### config.mk
export PLATFORM = sky130hd
export DESIGN_NAME = json_token_scanner_flat
export DESIGN_NICKNAME = d
export VERILOG_FILES = /design/src/hw/rtl/jts_pkg.sv /design/src/hw/rtl/jts_if.sv /design/src/hw/rtl/json_token_scanner.sv /design/src/hw/rtl/jts_lexer.sv /design/src/hw/rtl/jts_out_queue.sv /design/src/flat_wrapper.sv
export VERILOG_INCLUDE_DIRS = /design/src /design/src/hw/rtl
export SDC_FILE = /design/constraint.sdc
export NUM_CORES = 1
export LEC_CHECK = 0
export ABC_AREA = 0
export BUFFER_PORTS_ARGS = -buffer_cell sky130_fd_sc_hd__buf_2
export CAP_MARGIN = 15
export CORE_ASPECT_RATIO = 0.9
export CORE_UTILIZATION = 60
export CTS_CLUSTER_SIZE = 20
export DETAILED_ROUTE_END_ITERATION = 10
export PLACE_DENSITY = 0.78
export SETUP_SLACK_MARGIN = 0.15
export SLEW_MARGIN = 20
export SYNTH_ARGS = -nofsm -noshare
export SYNTH_HDL_FRONTEND = slang
export SYNTH_SLANG_ARGS = --single-unit
### constraint.sdc
create_clock -name clk -period 8.9 [get_ports clk]
set_input_delay 1.78 -clock clk [delete_from_list [all_inputs] [get_ports clk]]
set_output_delay 1.78 -clock clk [all_outputs]
set_load 0.01 [all_outputs]
### src/hw/rtl/json_token_scanner_macros.svh
// Assertion macros for the JSON token scanner.
// Included by the RTL files that carry concurrent checks; no other dependencies.
`ifndef JSON_TOKEN_SCANNER_MACROS_SVH
`define JSON_TOKEN_SCANNER_MACROS_SVH

// Same-cycle implication, disabled while reset is held.
`define JTS_ASSERT_IMPLIES(label, ck, rn, ante, cons) \
  label: assert property (@(posedge ck) disable iff (!(rn)) (ante) |-> (cons)) \
    else $error("json_token_scanner: assertion failed");

// Next-cycle implication, disabled while reset is held.
`define JTS_ASSERT_NEXT(label, ck, rn, ante, cons) \
  label: assert property (@(posedge ck) disable iff (!(rn)) (ante) |=> (cons)) \
    else $error("json_token_scanner: assertion failed");

`endif

### src/hw/rtl/jts_pkg.sv
// Shared types and constants of the JSON token scanner.
// No dependencies; used by the lexer, the result queue and the top level.
package jts_pkg;

  // Token type codes
  localparam logic [3:0] TT_LCURL    = 4'd0;
  localparam logic [3:0] TT_RCURL    = 4'd1;
  localparam logic [3:0] TT_COMMA    = 4'd2;
  localparam logic [3:0] TT_LBRACKET = 4'd3;
  localparam logic [3:0] TT_RBRACKET = 4'd4;
  localparam logic [3:0] TT_COLON    = 4'd5;
  localparam logic [3:0] TT_STRING   = 4'd6;
  localparam logic [3:0] TT_TRUE     = 4'd7;
  localparam logic [3:0] TT_FALSE    = 4'd8;
  localparam logic [3:0] TT_NULL     = 4'd9;
  localparam logic [3:0] TT_INTEGER  = 4'd10;
  localparam logic [3:0] TT_DOUBLE   = 4'd11;
  localparam logic [3:0] TT_EXP      = 4'd12;
  localparam logic [3:0] TT_END      = 4'd13;
  localparam logic [3:0] TT_ERROR    = 4'd14;

  // Default result queue depth (must be at least two)
  localparam int QUEUE_DEPTH = 4;

  // One result item as it leaves the block
  typedef struct packed {
    logic        has_char;
    logic [15:0] char_value;
    logic        token_end;
    logic [3:0]  token_type;
    logic [31:0] line_number;
    logic [15:0] error_total;
    logic        last;
  } item_t;

  // Results caused by one byte: count is 0, 1 or 2
  typedef struct packed {
    logic [1:0] count;
    item_t      first;
    item_t      second;
  } lex_out_t;

endpackage

### src/hw/rtl/jts_if.sv
// Valid/ready channel interfaces of the JSON token scanner: byte input and result output.
// No dependencies; its field widths match the item fields of jts_pkg.
interface jts_in_if;
  logic       valid;
  logic       ready;
  logic [7:0] byte_in;
  logic       end_of_input;

  modport source(output valid, output byte_in, output end_of_input, input ready);
  modport sink(input valid, input byte_in, input end_of_input, output ready);
endinterface

interface jts_out_if;
  logic        valid;
  logic        ready;
  logic        has_char;
  logic [15:0] char_value;
  logic        token_end;
  logic [3:0]  token_type;
  logic [31:0] line_number;
  logic [15:0] error_total;
  logic        last;

  modport source(output valid, output has_char, output char_value, output token_end,
                 output token_type, output line_number, output error_total, output last,
                 input ready);
  modport sink(input valid, input has_char, input char_value, input token_end,
               input token_type, input line_number, input error_total, input last,
               output ready);
endinterface

### src/hw/rtl/json_token_scanner.sv
// JSON token scanner top level: input register, lexer automaton and result queue.
// Depends on jts_pkg, jts_if (jts_in_if, jts_out_if), jts_lexer and jts_out_queue.
//
// Usage: feed one character per transfer on in_ch (byte_in, end_of_input; a zero
// byte also counts as end of input). Each character yields zero, one or two result
// transfers on out_ch: token text characters (has_char) and token ends (token_end,
// token_type), each carrying the line and error counts after that character; last
// marks the final result of a character.
// Order: a character accepted on in_ch is held in the input register, stepped through
// the combinational lexer and written to the result queue; its first result then
// transfers from the queue head.
// Throughput: one character per cycle while the queue has room for two results; a
// character that closes a number and starts another token yields a second result.
// The lexer steps a held character only when the queue has room for two results.
// Stall: when out_ch.ready is low the queue fills; once fewer than two entries are
// free the held character waits and in_ch.ready drops; nothing is lost.
// Reset (rst_n low, synchronous): queue empty, lexer in start state, line count one,
// error count zero, no held character.
module json_token_scanner #(
  parameter int QUEUE_DEPTH = jts_pkg::QUEUE_DEPTH
) (
  input logic      clk,
  input logic      rst_n,
  jts_in_if.sink   in_ch,
  jts_out_if.source out_ch
);

  logic              in_valid_r;
  logic [7:0]        in_byte_r;
  logic              in_eoi_r;
  logic              step;
  logic              room_two;
  logic [1:0]        push_count;
  jts_pkg::lex_out_t lex;
  jts_pkg::item_t    head;
  logic              head_valid;

  // step the held character when two results fit
  assign step        = in_valid_r && room_two;
  assign in_ch.ready = !in_valid_r || step;
  assign push_count  = step ? lex.count : 2'd0;

  // hold the input character
  always_ff @(posedge clk) begin
    if (!rst_n) begin
      in_valid_r <= 1'b0;
    end else if (in_ch.ready) begin
      in_valid_r <= in_ch.valid;
    end
  end

  always_ff @(posedge clk) begin
    if (in_ch.ready && in_ch.valid) begin
      in_byte_r <= in_ch.byte_in;
      in_eoi_r  <= in_ch.end_of_input;
    end
  end

  jts_lexer u_lexer (
    .clk          (clk),
    .rst_n        (rst_n),
    .advance      (step),
    .byte_in      (in_byte_r),
    .end_of_input (in_eoi_r),
    .lex_o        (lex)
  );

  jts_out_queue #(
    .DEPTH (QUEUE_DEPTH)
  ) u_queue (
    .clk         (clk),
    .rst_n       (rst_n),
    .push_count  (push_count),
    .push_first  (lex.first),
    .push_second (lex.second),
    .room_two    (room_two),
    .head_valid  (head_valid),
    .head_ready  (out_ch.ready),
    .head        (head)
  );

  // drive the result channel from the queue head
  assign out_ch.valid       = head_valid;
  assign out_ch.has_char    = head.has_char;
  assign out_ch.char_value  = head.char_value;
  assign out_ch.token_end   = head.token_end;
  assign out_ch.token_type  = head.token_type;
  assign out_ch.line_number = head.line_number;
  assign out_ch.error_total = head.error_total;
  assign out_ch.last        = head.last;

endmodule

### src/hw/rtl/jts_lexer.sv
// Lexer automaton of the JSON token scanner: one byte per step, up to two results.
// Depends on jts_pkg and json_token_scanner_macros.svh.
`include "json_token_scanner_macros.svh"

module jts_lexer (
  input  logic              clk,
  input  logic              rst_n,
  input  logic              advance,
  input  logic [7:0]        byte_in,
  input  logic              end_of_input,
  output jts_pkg::lex_out_t lex_o
);

  typedef enum logic [4:0] {
    ST_START    = 5'd0,
    ST_STARTNUM = 5'd1,
    ST_INNUM    = 5'd2,
    ST_INFRAC   = 5'd3,
    ST_STARTEXP = 5'd4,
    ST_EXPSIGN  = 5'd5,
    ST_INEXP    = 5'd6,
    ST_INSTR    = 5'd7,
    ST_ESCAPE   = 5'd8,
    ST_HEX      = 5'd9,
    ST_T1       = 5'd10,
    ST_T2       = 5'd11,
    ST_T3       = 5'd12,
    ST_F1       = 5'd13,
    ST_F2       = 5'd14,
    ST_F3       = 5'd15,
    ST_F4       = 5'd16,
    ST_N1       = 5'd17,
    ST_N2       = 5'd18,
    ST_N3       = 5'd19
  } state_t;

  typedef struct packed {
    logic        has_char;
    logic [15:0] char_value;
    logic        token_end;
    logic [3:0]  token_type;
  } res_t;

  // Character codes
  localparam logic [7:0] CH_TAB    = 8'h09;
  localparam logic [7:0] CH_NL     = 8'h0A;
  localparam logic [7:0] CH_CR     = 8'h0D;
  localparam logic [7:0] CH_FF     = 8'h0C;
  localparam logic [7:0] CH_BS     = 8'h08;
  localparam logic [7:0] CH_SPACE  = 8'h20;
  localparam logic [7:0] CH_QUOTE  = 8'h22;
  localparam logic [7:0] CH_PLUS   = 8'h2B;
  localparam logic [7:0] CH_COMMA  = 8'h2C;
  localparam logic [7:0] CH_MINUS  = 8'h2D;
  localparam logic [7:0] CH_DOT    = 8'h2E;
  localparam logic [7:0] CH_SLASH  = 8'h2F;
  localparam logic [7:0] CH_ZERO   = 8'h30;
  localparam logic [7:0] CH_SEVEN  = 8'h37;
  localparam logic [7:0] CH_NINE   = 8'h39;
  localparam logic [7:0] CH_COLON  = 8'h3A;
  localparam logic [7:0] CH_UP_A   = 8'h41;
  localparam logic [7:0] CH_UP_E   = 8'h45;
  localparam logic [7:0] CH_UP_F   = 8'h46;
  localparam logic [7:0] CH_UP_N   = 8'h4E;
  localparam logic [7:0] CH_UP_T   = 8'h54;
  localparam logic [7:0] CH_LBRK   = 8'h5B;
  localparam logic [7:0] CH_BSLASH = 8'h5C;
  localparam logic [7:0] CH_RBRK   = 8'h5D;
  localparam logic [7:0] CH_LO_A   = 8'h61;
  localparam logic [7:0] CH_LO_B   = 8'h62;
  localparam logic [7:0] CH_LO_E   = 8'h65;
  localparam logic [7:0] CH_LO_F   = 8'h66;
  localparam logic [7:0] CH_LO_L   = 8'h6C;
  localparam logic [7:0] CH_LO_N   = 8'h6E;
  localparam logic [7:0] CH_LO_R   = 8'h72;
  localparam logic [7:0] CH_LO_S   = 8'h73;
  localparam logic [7:0] CH_LO_T   = 8'h74;
  localparam logic [7:0] CH_LO_U   = 8'h75;
  localparam logic [7:0] CH_LCURL  = 8'h7B;
  localparam logic [7:0] CH_RCURL  = 8'h7D;
  localparam logic [7:0] CASE_BIT  = 8'h20;
  localparam logic [7:0] UPPER_MSK = 8'hDF;

  state_t      state_r, state_nxt;
  logic [15:0] hex_r, hex_nxt;
  logic [1:0]  hexcnt_r, hexcnt_nxt;
  logic [31:0] line_r, line_nxt;
  logic [15:0] err_r, err_nxt;

  logic [7:0]  c;
  logic        eoi;
  logic        is_dig;
  logic [7:0]  upc;
  logic        hex_ok;
  logic [3:0]  hex_d;
  logic [15:0] hex_or;
  logic [7:0]  esc_code;

  // start-state decode
  logic        s_put;
  res_t        s_res;
  state_t      s_state;
  logic        s_fail;

  // keyword step decode
  logic [7:0]  kw_lower;
  state_t      kw_next;
  logic        kw_final;
  logic [3:0]  kw_type;

  res_t        p0, p1;
  logic [1:0]  n;
  logic        err_inc;

  function automatic res_t mk(input logic has, input logic [15:0] ch, input logic fin,
                              input logic [3:0] tt);
    res_t r;
    r.has_char   = has;
    r.char_value = has ? ch : 16'd0;
    r.token_end  = fin;
    r.token_type = fin ? tt : 4'd0;
    return r;
  endfunction

  // classify the byte
  assign c      = byte_in;
  assign eoi    = end_of_input || (byte_in == 8'd0);
  assign is_dig = (c >= CH_ZERO) && (c <= CH_NINE);
  assign upc    = c & UPPER_MSK;
  assign hex_ok = is_dig || ((upc >= CH_UP_A) && (upc <= CH_UP_F));
  assign hex_d  = is_dig ? c[3:0] : 4'(upc - CH_SEVEN);
  assign hex_or = hex_r | (16'(hex_d) << {~hexcnt_r, 2'b00});

  // map escape letters
  always_comb begin
    unique case (c)
      CH_QUOTE:  esc_code = CH_QUOTE;
      CH_BSLASH: esc_code = CH_BSLASH;
      CH_SLASH:  esc_code = CH_SLASH;
      CH_LO_B:   esc_code = CH_BS;
      CH_LO_F:   esc_code = CH_FF;
      CH_LO_N:   esc_code = CH_NL;
      CH_LO_R:   esc_code = CH_CR;
      CH_LO_T:   esc_code = CH_TAB;
      default:   esc_code = 8'd0;
    endcase
  end

  // decode a byte seen from the start state
  always_comb begin
    s_put   = 1'b0;
    s_res   = mk(1'b0, 16'd0, 1'b0, 4'd0);
    s_state = ST_START;
    s_fail  = 1'b0;
    if (eoi) begin
      s_put = 1'b1;
      s_res = mk(1'b0, 16'd0, 1'b1, jts_pkg::TT_END);
    end else begin
      unique case (c) inside
        CH_LCURL: begin
          s_put = 1'b1;
          s_res = mk(1'b1, 16'(c), 1'b1, jts_pkg::TT_LCURL);
        end
        CH_RCURL: begin
          s_put = 1'b1;
          s_res = mk(1'b1, 16'(c), 1'b1, jts_pkg::TT_RCURL);
        end
        CH_COMMA: begin
          s_put = 1'b1;
          s_res = mk(1'b1, 16'(c), 1'b1, jts_pkg::TT_COMMA);
        end
        CH_LBRK: begin
          s_put = 1'b1;
          s_res = mk(1'b1, 16'(c), 1'b1, jts_pkg::TT_LBRACKET);
        end
        CH_RBRK: begin
          s_put = 1'b1;
          s_res = mk(1'b1, 16'(c), 1'b1, jts_pkg::TT_RBRACKET);
        end
        CH_COLON: begin
          s_put = 1'b1;
          s_res = mk(1'b1, 16'(c), 1'b1, jts_pkg::TT_COLON);
        end
        CH_QUOTE: s_state = ST_INSTR;
        CH_UP_T, CH_LO_T: begin
          s_put   = 1'b1;
          s_res   = mk(1'b1, 16'(c), 1'b0, 4'd0);
          s_state = ST_T1;
        end
        CH_UP_F, CH_LO_F: begin
          s_put   = 1'b1;
          s_res   = mk(1'b1, 16'(c), 1'b0, 4'd0);
          s_state = ST_F1;
        end
        CH_UP_N, CH_LO_N: begin
          s_put   = 1'b1;
          s_res   = mk(1'b1, 16'(c), 1'b0, 4'd0);
          s_state = ST_N1;
        end
        CH_DOT, CH_MINUS, [CH_ZERO:CH_NINE]: begin
          s_put   = 1'b1;
          s_res   = mk(1'b1, 16'(c), 1'b0, 4'd0);
          s_state = ST_STARTNUM;
        end
        CH_UP_E, CH_LO_E: s_state = ST_STARTEXP;
        CH_SPACE, [CH_TAB:CH_CR]: s_put = 1'b0;
        default: begin
          s_put  = 1'b1;
          s_res  = mk(1'b0, 16'd0, 1'b1, jts_pkg::TT_ERROR);
          s_fail = 1'b1;
        end
      endcase
    end
  end

  // expected letter and successor of each keyword state
  always_comb begin
    kw_lower = 8'd0;
    kw_next  = ST_START;
    kw_final = 1'b0;
    kw_type  = 4'd0;
    unique case (state_r)
      ST_T1: begin kw_lower = CH_LO_R; kw_next = ST_T2; end
      ST_T2: begin kw_lower = CH_LO_U; kw_next = ST_T3; end
      ST_T3: begin kw_lower = CH_LO_E; kw_final = 1'b1; kw_type = jts_pkg::TT_TRUE; end
      ST_F1: begin kw_lower = CH_LO_A; kw_next = ST_F2; end
      ST_F2: begin kw_lower = CH_LO_L; kw_next = ST_F3; end
      ST_F3: begin kw_lower = CH_LO_S; kw_next = ST_F4; end
      ST_F4: begin kw_lower = CH_LO_E; kw_final = 1'b1; kw_type = jts_pkg::TT_FALSE; end
      ST_N1: begin kw_lower = CH_LO_U; kw_next = ST_N2; end
      ST_N2: begin kw_lower = CH_LO_L; kw_next = ST_N3; end
      ST_N3: begin kw_lower = CH_LO_L; kw_final = 1'b1; kw_type = jts_pkg::TT_NULL; end
      default: kw_lower = 8'd0;
    endcase
  end

  // one automaton step
  always_comb begin
    state_nxt  = state_r;
    hex_nxt    = hex_r;
    hexcnt_nxt = hexcnt_r;
    p0         = mk(1'b0, 16'd0, 1'b0, 4'd0);
    p1         = mk(1'b0, 16'd0, 1'b0, 4'd0);
    n          = 2'd0;
    err_inc    = 1'b0;
    unique case (state_r)
      ST_STARTNUM, ST_INNUM, ST_INFRAC, ST_INEXP: begin
        if (!eoi && is_dig) begin
          p0 = mk(1'b1, 16'(c), 1'b0, 4'd0);
          n  = 2'd1;
          if (state_r == ST_STARTNUM) state_nxt = ST_INNUM;
        end else if (!eoi && c == CH_DOT &&
                     (state_r == ST_STARTNUM || state_r == ST_INNUM)) begin
          p0        = mk(1'b1, 16'(c), 1'b0, 4'd0);
          n         = 2'd1;
          state_nxt = ST_INFRAC;
        end else if (!eoi && c == CH_MINUS && state_r == ST_STARTNUM) begin
          p0        = mk(1'b1, 16'(c), 1'b0, 4'd0);
          n         = 2'd1;
          state_nxt = ST_INNUM;
        end else if (!eoi && c == CH_DOT) begin
          // second dot in a fraction or a dot in an exponent
          p0        = mk(1'b0, 16'd0, 1'b1, jts_pkg::TT_ERROR);
          n         = 2'd1;
          err_inc   = 1'b1;
          state_nxt = ST_START;
        end else begin
          // close the number and decode this byte again from start
          if (state_r == ST_INFRAC)
            p0 = mk(1'b0, 16'd0, 1'b1, jts_pkg::TT_DOUBLE);
          else if (state_r == ST_INEXP)
            p0 = mk(1'b0, 16'd0, 1'b1, jts_pkg::TT_EXP);
          else
            p0 = mk(1'b0, 16'd0, 1'b1, jts_pkg::TT_INTEGER);
          n         = s_put ? 2'd2 : 2'd1;
          p1        = s_res;
          state_nxt = s_state;
          err_inc   = s_fail;
        end
      end
      ST_STARTEXP, ST_EXPSIGN: begin
        if (!eoi && is_dig) begin
          p0        = mk(1'b1, 16'(c), 1'b0, 4'd0);
          n         = 2'd1;
          state_nxt = ST_INEXP;
        end else if (!eoi && state_r == ST_STARTEXP && (c == CH_MINUS || c == CH_PLUS)) begin
          p0        = mk(1'b1, 16'(c), 1'b0, 4'd0);
          n         = 2'd1;
          state_nxt = ST_EXPSIGN;
        end else begin
          p0        = mk(1'b0, 16'd0, 1'b1, jts_pkg::TT_ERROR);
          n         = 2'd1;
          err_inc   = 1'b1;
          state_nxt = ST_START;
        end
      end
      ST_INSTR: begin
        if (eoi) begin
          p0        = mk(1'b0, 16'd0, 1'b1, jts_pkg::TT_ERROR);
          n         = 2'd1;
          err_inc   = 1'b1;
          state_nxt = ST_START;
        end else if (c == CH_BSLASH) begin
          state_nxt = ST_ESCAPE;
        end else if (c == CH_QUOTE) begin
          p0        = mk(1'b0, 16'd0, 1'b1, jts_pkg::TT_STRING);
          n         = 2'd1;
          state_nxt = ST_START;
        end else begin
          p0 = mk(1'b1, 16'(c), 1'b0, 4'd0);
          n  = 2'd1;
        end
      end
      ST_ESCAPE: begin
        if (!eoi && c == CH_LO_U) begin
          hex_nxt    = 16'd0;
          hexcnt_nxt = 2'd0;
          state_nxt  = ST_HEX;
        end else if (!eoi && esc_code != 8'd0) begin
          p0        = mk(1'b1, 16'(esc_code), 1'b0, 4'd0);
          n         = 2'd1;
          state_nxt = ST_INSTR;
        end else begin
          p0        = mk(1'b0, 16'd0, 1'b1, jts_pkg::TT_ERROR);
          n         = 2'd1;
          err_inc   = 1'b1;
          state_nxt = ST_START;
        end
      end
      ST_HEX: begin
        if (!eoi && hex_ok) begin
          hex_nxt = hex_or;
          if (hexcnt_r == 2'd3) begin
            p0         = mk(1'b1, hex_or, 1'b0, 4'd0);
            n          = 2'd1;
            hexcnt_nxt = 2'd0;
            state_nxt  = ST_INSTR;
          end else begin
            hexcnt_nxt = hexcnt_r + 2'd1;
          end
        end else begin
          p0        = mk(1'b0, 16'd0, 1'b1, jts_pkg::TT_ERROR);
          n         = 2'd1;
          err_inc   = 1'b1;
          state_nxt = ST_START;
        end
      end
      ST_T1, ST_T2, ST_T3, ST_F1, ST_F2, ST_F3, ST_F4, ST_N1, ST_N2, ST_N3: begin
        n = 2'd1;
        if (!eoi && (c | CASE_BIT) == kw_lower) begin
          p0        = mk(1'b1, 16'(c), kw_final, kw_type);
          state_nxt = kw_next;
        end else begin
          p0        = mk(1'b0, 16'd0, 1'b1, jts_pkg::TT_ERROR);
          err_inc   = 1'b1;
          state_nxt = ST_START;
        end
      end
      default: begin
        // start state and any stray encoding
        p0        = s_res;
        n         = s_put ? 2'd1 : 2'd0;
        state_nxt = s_state;
        err_inc   = s_fail;
      end
    endcase
  end

  // saturating counters
  assign line_nxt = (!eoi && c == CH_NL && line_r != '1) ? line_r + 32'd1 : line_r;
  assign err_nxt  = (err_inc && err_r != '1) ? err_r + 16'd1 : err_r;

  // assemble result items
  always_comb begin
    lex_o.count              = n;
    lex_o.first.has_char     = p0.has_char;
    lex_o.first.char_value   = p0.char_value;
    lex_o.first.token_end    = p0.token_end;
    lex_o.first.token_type   = p0.token_type;
    lex_o.first.line_number  = line_nxt;
    lex_o.first.error_total  = err_nxt;
    lex_o.first.last         = (n == 2'd1);
    lex_o.second.has_char    = p1.has_char;
    lex_o.second.char_value  = p1.char_value;
    lex_o.second.token_end   = p1.token_end;
    lex_o.second.token_type  = p1.token_type;
    lex_o.second.line_number = line_nxt;
    lex_o.second.error_total = err_nxt;
    lex_o.second.last        = 1'b1;
  end

  // hold state, advance on each processed byte
  always_ff @(posedge clk) begin
    if (!rst_n) begin
      state_r  <= ST_START;
      hex_r    <= 16'd0;
      hexcnt_r <= 2'd0;
      line_r   <= 32'd1;
      err_r    <= 16'd0;
    end else if (advance) begin
      state_r  <= state_nxt;
      hex_r    <= hex_nxt;
      hexcnt_r <= hexcnt_nxt;
      line_r   <= line_nxt;
      err_r    <= err_nxt;
    end
  end

  // a second result only follows a closed number
  `JTS_ASSERT_IMPLIES(a_second_after_number, clk, rst_n, lex_o.count == 2'd2,
    lex_o.first.token_end && (lex_o.first.token_type == jts_pkg::TT_INTEGER ||
    lex_o.first.token_type == jts_pkg::TT_DOUBLE || lex_o.first.token_type == jts_pkg::TT_EXP))
  // error count moves by at most one per byte
  `JTS_ASSERT_NEXT(a_err_step, clk, rst_n, advance,
    err_r == $past(err_r) || err_r == 16'($past(err_r) + 16'd1))

endmodule

### src/hw/rtl/jts_out_queue.sv
// Result queue of the JSON token scanner: takes up to two items per cycle, gives one while head_ready is high.
// Depends on jts_pkg and json_token_scanner_macros.svh.
`include "json_token_scanner_macros.svh"

module jts_out_queue #(
  parameter int DEPTH = jts_pkg::QUEUE_DEPTH
) (
  input  logic           clk,
  input  logic           rst_n,
  input  logic [1:0]     push_count,
  input  jts_pkg::item_t push_first,
  input  jts_pkg::item_t push_second,
  output logic           room_two,
  output logic           head_valid,
  input  logic           head_ready,
  output jts_pkg::item_t head
);

  localparam int PW = (DEPTH > 1) ? $clog2(DEPTH) : 1;
  localparam int CW = $clog2(DEPTH + 1);

  jts_pkg::item_t entry_r [DEPTH];
  logic [PW-1:0]  wr_ptr_r, wr_ptr_nxt;
  logic [PW-1:0]  rd_ptr_r, rd_ptr_nxt;
  logic [CW-1:0]  count_r, count_nxt;
  logic [PW-1:0]  wr_ptr_p1;
  logic           pop;

  function automatic logic [PW-1:0] ptr_inc(input logic [PW-1:0] p);
    return (p == PW'(DEPTH - 1)) ? '0 : p + PW'(1);
  endfunction

  assign wr_ptr_p1  = ptr_inc(wr_ptr_r);
  assign head_valid = (count_r != '0);
  assign head       = entry_r[rd_ptr_r];
  assign pop        = head_valid && head_ready;
  assign room_two   = (count_r <= CW'(DEPTH - 2));

  // advance pointers and fill count
  always_comb begin
    wr_ptr_nxt = wr_ptr_r;
    if (push_count == 2'd1) wr_ptr_nxt = wr_ptr_p1;
    else if (push_count == 2'd2) wr_ptr_nxt = ptr_inc(wr_ptr_p1);
    rd_ptr_nxt = pop ? ptr_inc(rd_ptr_r) : rd_ptr_r;
    count_nxt  = count_r + CW'(push_count) - CW'(pop);
  end

  always_ff @(posedge clk) begin
    if (!rst_n) begin
      wr_ptr_r <= '0;
      rd_ptr_r <= '0;
      count_r  <= '0;
    end else begin
      wr_ptr_r <= wr_ptr_nxt;
      rd_ptr_r <= rd_ptr_nxt;
      count_r  <= count_nxt;
    end
  end

  // store pushed items
  always_ff @(posedge clk) begin
    if (push_count != 2'd0) entry_r[wr_ptr_r] <= push_first;
    if (push_count == 2'd2) entry_r[wr_ptr_p1] <= push_second;
  end

  `JTS_ASSERT_IMPLIES(a_no_overfill, clk, rst_n, 1'b1, count_r <= CW'(DEPTH))
  `JTS_ASSERT_IMPLIES(a_push_needs_room, clk, rst_n, push_count != 2'd0, room_two)

endmodule
### src/flat_wrapper.sv
// flat-port wrapper written by rule: the top's interface ports become plain ports
module json_token_scanner_flat 
#(
  parameter int QUEUE_DEPTH = jts_pkg::QUEUE_DEPTH
)
  (clk, rst_n, in_ch_valid, in_ch_byte_in, in_ch_end_of_input, in_ch_ready, out_ch_valid, out_ch_has_char, out_ch_char_value, out_ch_token_end, out_ch_token_type, out_ch_line_number, out_ch_error_total, out_ch_last, out_ch_ready);
  jts_in_if in_ch_i ();
  jts_out_if out_ch_i ();
  input logic clk;
  input logic rst_n;
  input wire logic [$bits(in_ch_i.valid)-1:0] in_ch_valid;
  input wire logic [$bits(in_ch_i.byte_in)-1:0] in_ch_byte_in;
  input wire logic [$bits(in_ch_i.end_of_input)-1:0] in_ch_end_of_input;
  output wire logic [$bits(in_ch_i.ready)-1:0] in_ch_ready;
  output wire logic [$bits(out_ch_i.valid)-1:0] out_ch_valid;
  output wire logic [$bits(out_ch_i.has_char)-1:0] out_ch_has_char;
  output wire logic [$bits(out_ch_i.char_value)-1:0] out_ch_char_value;
  output wire logic [$bits(out_ch_i.token_end)-1:0] out_ch_token_end;
  output wire logic [$bits(out_ch_i.token_type)-1:0] out_ch_token_type;
  output wire logic [$bits(out_ch_i.line_number)-1:0] out_ch_line_number;
  output wire logic [$bits(out_ch_i.error_total)-1:0] out_ch_error_total;
  output wire logic [$bits(out_ch_i.last)-1:0] out_ch_last;
  input wire logic [$bits(out_ch_i.ready)-1:0] out_ch_ready;
  assign in_ch_i.valid = in_ch_valid;
  assign in_ch_i.byte_in = in_ch_byte_in;
  assign in_ch_i.end_of_input = in_ch_end_of_input;
  assign in_ch_ready = in_ch_i.ready;
  assign out_ch_valid = out_ch_i.valid;
  assign out_ch_has_char = out_ch_i.has_char;
  assign out_ch_char_value = out_ch_i.char_value;
  assign out_ch_token_end = out_ch_i.token_end;
  assign out_ch_token_type = out_ch_i.token_type;
  assign out_ch_line_number = out_ch_i.line_number;
  assign out_ch_error_total = out_ch_i.error_total;
  assign out_ch_last = out_ch_i.last;
  assign out_ch_i.ready = out_ch_ready;
  json_token_scanner #(.QUEUE_DEPTH(QUEUE_DEPTH)) u_core (.clk(clk), .rst_n(rst_n), .in_ch(in_ch_i), .out_ch(out_ch_i));
endmodule
==> reports/metrics.cfg, run 1 <==
[final_layout]
most-common-layout-cells=nor2_1 (294), edfxtp_1 (257), nand2_1 (162), dfxtp_1 (115), a21oi_1 (104)
postLayoutCoreUtil=0.681
multi_input_area_um2=8630
final_nets=1865
seq_area_um2=10100
fin_cells=2272
final_common_cell=nor2_1
layout-drive-gt1-share=0.150
filler_cell_count=2243
diodes=0
final_cell_area_um2=21300
synthToLayoutAreaGrowth_pct=10.3

[power_and_ir_drop]
p_total_mw=5.15
p_per_area_nw_per_um2=242
vdd_ir_drop_max_mv=0.197
p_leak_nw=6.98

[global_routing]
grt_max_degree=59
grt_usage=0.331
grt_pass1_wl_mm=83.5
antenna_found_initial=0
grt_pass1_vias=14592
overflow=0

[floorplanning]
die_area_um2=32900
start_util=0.617
fp.dieH_um=172
io_pins=86
coreArea_um2=31300
die_w_um=191
rows=61

[critical_path]
critPathRequiredTime_ps=9300
startpoint=u_core.in_byte_r[0]
r2r_setup_slack_ps=1840
rr_startpoint=u_core.in_byte_r[0]
worstSetupStartpointType=flip-flop
worstPathMaxFanout=57
arrival_ps=7470
timing_worst_setup_path_type=reg2reg
r2r_cells=17
worstSetupEndpointType=flip-flop
rr_endpoint=u_core.u_queue.entry_r[3][9]
crit_end=u_core.u_queue.entry_r[3][9]

[clocking]
root_buffer=clkbuf_16
numCtsBuffers=40
clock_sinks=374
clk_pin_slew_ps=70
htree_num_levels=2
cts_buffer_depth=3
cts_setup_buffers=0
cts_resized=0
cts_tree=yes
insertion_delay_ps=550
ctsHoldBuffers=0

[timing]
setup_viol=0
maxSlewHeadroom=0.239
fmax_mhz=142
setup_ws_ps=1840
post-route-min-period_ps=7060
holdWs_ps=453
worst_pin_slew_ps=1140
setup_tns_ps=0
fin_skew_ps=23.7
rsz0062_at_grt=false
fin_crit_sh=0.794
slew_viol_final=0
final_hold_viol_count=0

[routing]
routed_wl_mm=54.1
drt-pass1-iter-count=6
drt-initial-drc-count=1996
drtAntennaViolNets=0
via_count=15453
drcViolationCount=0
wl_per_cell_um=23.8
detail_route.vias_per_cell=6.80

[hold_path]
hp-class=reg2reg

[yosys]
ys_types=81
synth-seq-cells=374
synth-edff-count=257
synth-warning-count=0
synth_flop_cell=edfxtp_1
synth_fp_nets=1858
synth_area_um2=19300
syn_avg_cell_area_um2=10.6
async_flop_share=0
syn_inst=1824
synth-seq-area-share=0.521

[place]
dpl.cell_count=2198
port_buffers=85
place_area_um2=19900
gp_congestion=1.00
post-place-ws_ps=2230
dp_hpwl_mm=35.0

[flow_run]
maxCapViolCount=0

[outcome]
status=finished, final reports clean

metal layers:
| metal | global-route usage | up-vias | share of wire |
|---|---|---|---|
| li1 | - | 6833 | - |
| met1 | 0.478 | 7518 | 0.42 |
| met2 | 0.514 | 983 | 0.45 |
| met3 | 0.0556 | 119 | 0.10 |
| met4 | 0.102 | 0 | 0.026 |
| met5 | 0 | - | 0 |
Yosys cell counts, drive strengths merged (5+ instances only):
library cell / instances / area (um^2)
a41o: 5 / 50.1
o211ai: 10 / 75.1
o31ai: 9 / 67.6
buf: 35 / 205
or4: 11 / 86.3
mux4: 71 / 1600
nor3: 31 / 170
xor2: 19 / 166
and2: 18 / 113
nor4: 13 / 81.3
dfxtp: 117 / 2340
nor2: 294 / 1100
a22o: 20 / 175
nand2b: 29 / 181
and3: 18 / 123
a32oi: 6 / 60.1
ha: 20 / 250
a21oi: 108 / 541
a21o: 5 / 37.5
clkbuf: 104 / 390
nand4: 48 / 300
inv: 23 / 86.3
a211oi: 14 / 110
o32ai: 5 / 43.8
xnor2: 48 / 420
nor2b: 18 / 113
o22ai: 33 / 213
or3: 22 / 138
o311ai: 33 / 289
nand3: 53 / 270
mux2i: 13 / 130
o21ai: 78 / 390
edfxtp: 257 / 7720
a31oi: 14 / 87.6
nand2: 162 / 608
critical path, cell delays in order, from the launching register on:
cell and delay (ps):
edfxtp_1 500, inv_1 230, ha_1 440, o21ba_2 290
o21ai_1 550, a21o_1 280, nand3_1 160, nor2_1 300
a21oi_1 90, a211oi_1 750, nand2b_1 270, ha_1 710
a21oi_4 80, buf_4 370, inv_2 830, buf_4 590
o311ai_0 270, nand2_1 100
where the power goes:
group          internal [mW]  switching (mW)  leakage, nW
Clock                   1.09           0.714        0.693
Combinational          0.437           0.788         3.06
Sequential              2.01           0.114         3.23
cell families (layout without fill, tap and decap cells):
logic type / Yosys count / in the layout / share of synthesized area
fa+ha+maj: 21 / 21 / 0.0140
simple gates: 741 / 741 / 0.182
xor+xnor: 67 / 67 / 0.0304
compound gates: 371 / 371 / 0.125
flops: 374 / 374 / 0.521
buf+inv: 162 / 201 / 0.0353
mux: 88 / 88 / 0.0918
worst min path at each step:
| stage | endpoint | cells past startpoint | slack (ps) | from |
|---|---|---|---|---|
| after floorplan | u_core.u_queue.entry_r[1][64] | 2 | 420 | u_core.u_queue.entry_r[1][64] |
| after global placement | u_core.u_queue.entry_r[2][65] | 2 | 430 | u_core.u_queue.entry_r[2][65] |
| after detailed placement | u_core.u_queue.entry_r[0][68] | 2 | 440 | u_core.u_queue.entry_r[0][68] |
| after CTS | u_core.u_queue.entry_r[0][68] | 2 | 460 | u_core.u_queue.entry_r[0][68] |
| after global routing | u_core.u_queue.entry_r[3][69] | 2 | 480 | u_core.u_queue.entry_r[3][69] |
| final | u_core.u_queue.entry_r[2][69] | 2 | 450 | u_core.u_queue.entry_r[2][69] |
state kept, by name, indices dropped and copies added (netlist names), named ones only:
| signal | cells |
|---|---|
| u_core.in_byte_r | 8 |
| u_core.in_eoi_r | 1 |
| u_core.in_valid_r | 1 |
| u_core.u_lexer.err_r | 16 |
| u_core.u_lexer.hex_r | 16 |
| u_core.u_lexer.hexcnt_r | 2 |
| u_core.u_lexer.line_r | 32 |
| u_core.u_lexer.state_r | 5 |
| u_core.u_queue.count_r | 3 |
| u_core.u_queue.entry_r | 284 |
| u_core.u_queue.rd_ptr_r | 2 |
| u_core.u_queue.wr_ptr_r | 2 |
area by class of cell:
cell class / instances / share of cell area
clock buffer: 51 / 0.0514
clock inverter: 23 / 0.0159
inverter: 23 / 0.00405
multi-input combinational: 1288 / 0.405
sequential: 374 / 0.473
tap: 409 / 0.0240
timing repair buffer: 104 / 0.0267
No activity file was read; power rests on OpenSTA's default activity.
==> run 2: changes to the inputs <==
Clock period 8.9 ns to 7.3 ns, I/O delays scaled along.
==> run 2 against run 1 <==
Final cell count shrank 0.18%. Highest routed layer is now met5. Setup slack lost 470 ps. Sequential share of layout area grew 0.11 points. Critical endpoint is now u_core.u_queue.entry_r[1][15]. Sequential power grew 23%. Count of clock-buffer cells in the layout grew 3. Clock skew shrank 8.3 ps. Hold slack is essentially flat. Total power grew 20%. Via count is the same. Largest power group unchanged. Utilization shrank 0.16 points. Fmax grew 19%.
==> reports/metrics.cfg, run 2 (same netlist as run 1, synthesis figures left out) <==
[clocking]
root_buffer=clkbuf_16
cts_setup_buffers=0  ; unchanged
htree_num_levels=2  ; unchanged
numCtsBuffers=39  ; -2.5%
clock_sinks=374  ; unchanged
clk_pin_slew_ps=70  ; about the same
cts_tree=yes
cts_buffer_depth=3  ; unchanged
ctsHoldBuffers=0  ; unchanged
cts_resized=0  ; unchanged
insertion_delay_ps=540  ; about the same

[floorplanning]
io_pins=86  ; unchanged
rows=61  ; unchanged
fp.dieH_um=172  ; unchanged
die_w_um=191  ; unchanged
start_util=0.617  ; unchanged
coreArea_um2=31300  ; unchanged
die_area_um2=32900  ; unchanged

[final_layout]
most-common-layout-cells=nor2_1 (294), edfxtp_1 (257), nand2_1 (162), dfxtp_1 (115), a21oi_1 (104)
final_nets=1865  ; unchanged
largest_register_ffs=284  ; unchanged
top_regs=u_core.u_queue.entry_r (284), u_core.u_lexer.line_r (32)
regMostFlops=u_core.u_queue.entry_r
layout-drive-gt1-share=0.148  ; -0.00183
postLayoutCoreUtil=0.679  ; -0.00160
diodes=0  ; unchanged
final_common_cell=nor2_1
filler_cell_count=2264  ; +0.94%
synthToLayoutAreaGrowth_pct=10.0

[timing]
setup_viol=0  ; unchanged
maxSlewHeadroom=0.207  ; -0.0325
slew_viol_final=0  ; unchanged
final_hold_viol_count=0  ; unchanged
setup_tns_ps=0  ; unchanged
fin_skew_ps=15.4  ; -8.31 ps
fmax_mhz=169  ; +19%
fin_crit_sh=0.813  ; +0.0193
post-route-min-period_ps=5930  ; -1130 ps
worst_pin_slew_ps=1180  ; +38.7 ps
rsz0062_at_grt=false

[routing]
routed_wl_mm=56.6  ; +4.6%
drtAntennaViolNets=0  ; unchanged
drt-initial-drc-count=1939  ; -2.9%
route.met3.wl_mm=5.74  ; +5.6%
wl_met2_mm=26.0  ; +6.0%
via_count=15453  ; unchanged
met1Wirelength_mm=22.9  ; +0.83%
drcViolationCount=0  ; unchanged
detail_route.vias_per_cell=6.81  ; +0.18%
highest_layer=met5
drt-pass1-iter-count=7  ; +1
wl_per_cell_um=25.0  ; +4.8%

[critical_path]
path_cells=inv_1 > ha_1 > nor2b_1 > a311oi_1 > a21oi_1 > o21ai_0 > o2111ai_1 > a211oi_1 > nand2b_1 > ha_1 > nor2b_1 > a21oi_4 > inv_2 > buf_12 > o211ai_1 > nand2_1
worstSetupStartpointType=flip-flop
worstPathMaxFanout=50  ; -12%
worstSetupEndpointType=flip-flop
arrival_ps=6210  ; -1260 ps
critPathRequiredTime_ps=7580  ; -1720 ps
slowest_stage=a211oi_1
slowest_delay_ps=720  ; -110 ps
timing_worst_setup_path_type=reg2reg

[hold_path]
hp-class=reg2reg

[global_routing]
grt_pass1_wl_mm=85.7  ; +2.6%
grt_usage=0.345  ; +0.0136
antenna_found_initial=1  ; +1
overflow=0  ; unchanged
grt_pass1_vias=14561  ; -0.21%
grt_max_degree=60  ; +1.7%

[place]
dp_hpwl_mm=37.1  ; +5.8%
port_buffers=85  ; unchanged
gp_congestion=0.963  ; -4.2%

[power_and_ir_drop]
p_leak_nw=6.96  ; -0.29%
p_per_area_nw_per_um2=291  ; +21%
vdd_ir_drop_max_mv=0.409  ; +110%
p_total_mw=6.19  ; +20%

[flow_run]
maxCapViolCount=0  ; unchanged

[outcome]
status=finished, final reports clean

run 2: power breakdown:
group / switching (mW) / internal [mW] / total (mW)
Combinational: 0.971 / 0.541 / 1.51
Clock: 0.820 / 1.26 / 2.08
Sequential: 0.149 / 2.45 / 2.60
run 2: final timing paths:
check                                                    from                            end  slack [ps]  cells past startpoint
worst min-delay path            u_core.u_queue.entry_r[1][64]  u_core.u_queue.entry_r[1][64]         450                      2
worst min register to register  u_core.u_queue.entry_r[1][64]  u_core.u_queue.entry_r[1][64]         450                      2
worst max register to register            u_core.in_byte_r[0]  u_core.u_queue.entry_r[1][15]        1370                     16
worst max-delay path                      u_core.in_byte_r[0]  u_core.u_queue.entry_r[1][15]        1370                     16
run 2: area by class of cell:
cell class                 count  area [um^2]  share of cell area
multi-input combinational   1288         8640               0.406
sequential                   374        10100               0.474
inverter                      23         86.3             0.00406
timing repair buffer         105          613              0.0289
clock buffer                  54         1140              0.0535
tap                          409          512              0.0241
clock inverter                15          199             0.00936
run 2: through the flow:
stage | setup WS (ps) | cell area [um^2] | cells | hold slack, ps
after floorplan | 1100 | 19300 | 1824 | 420
after global placement | 1800 | 19900 | 2199 | 430
after detailed placement | 1610 | 19900 | 2199 | 439
after CTS | 1580 | 21200 | 2268 | 453
after global routing | 1040 | 21300 | 2268 | 480
final | 1370 | 21300 | 2268 | 453
run 2: routing by layer:
layer / vias to the layer above / GRT usage
met5: - / 0
met4: 2 / 0.129
met3: 142 / 0.0631
met2: 954 / 0.530
met1: 7520 / 0.489
li1: 6835 / -
run 2: worst max-delay path, delay by kind of cell, from the launching register on:
kind	cells	cell delay [ps]
compound gates	7	2760
fa+ha+maj	2	710
flops	1	500
simple gates	4	670
buf+inv	3	1000
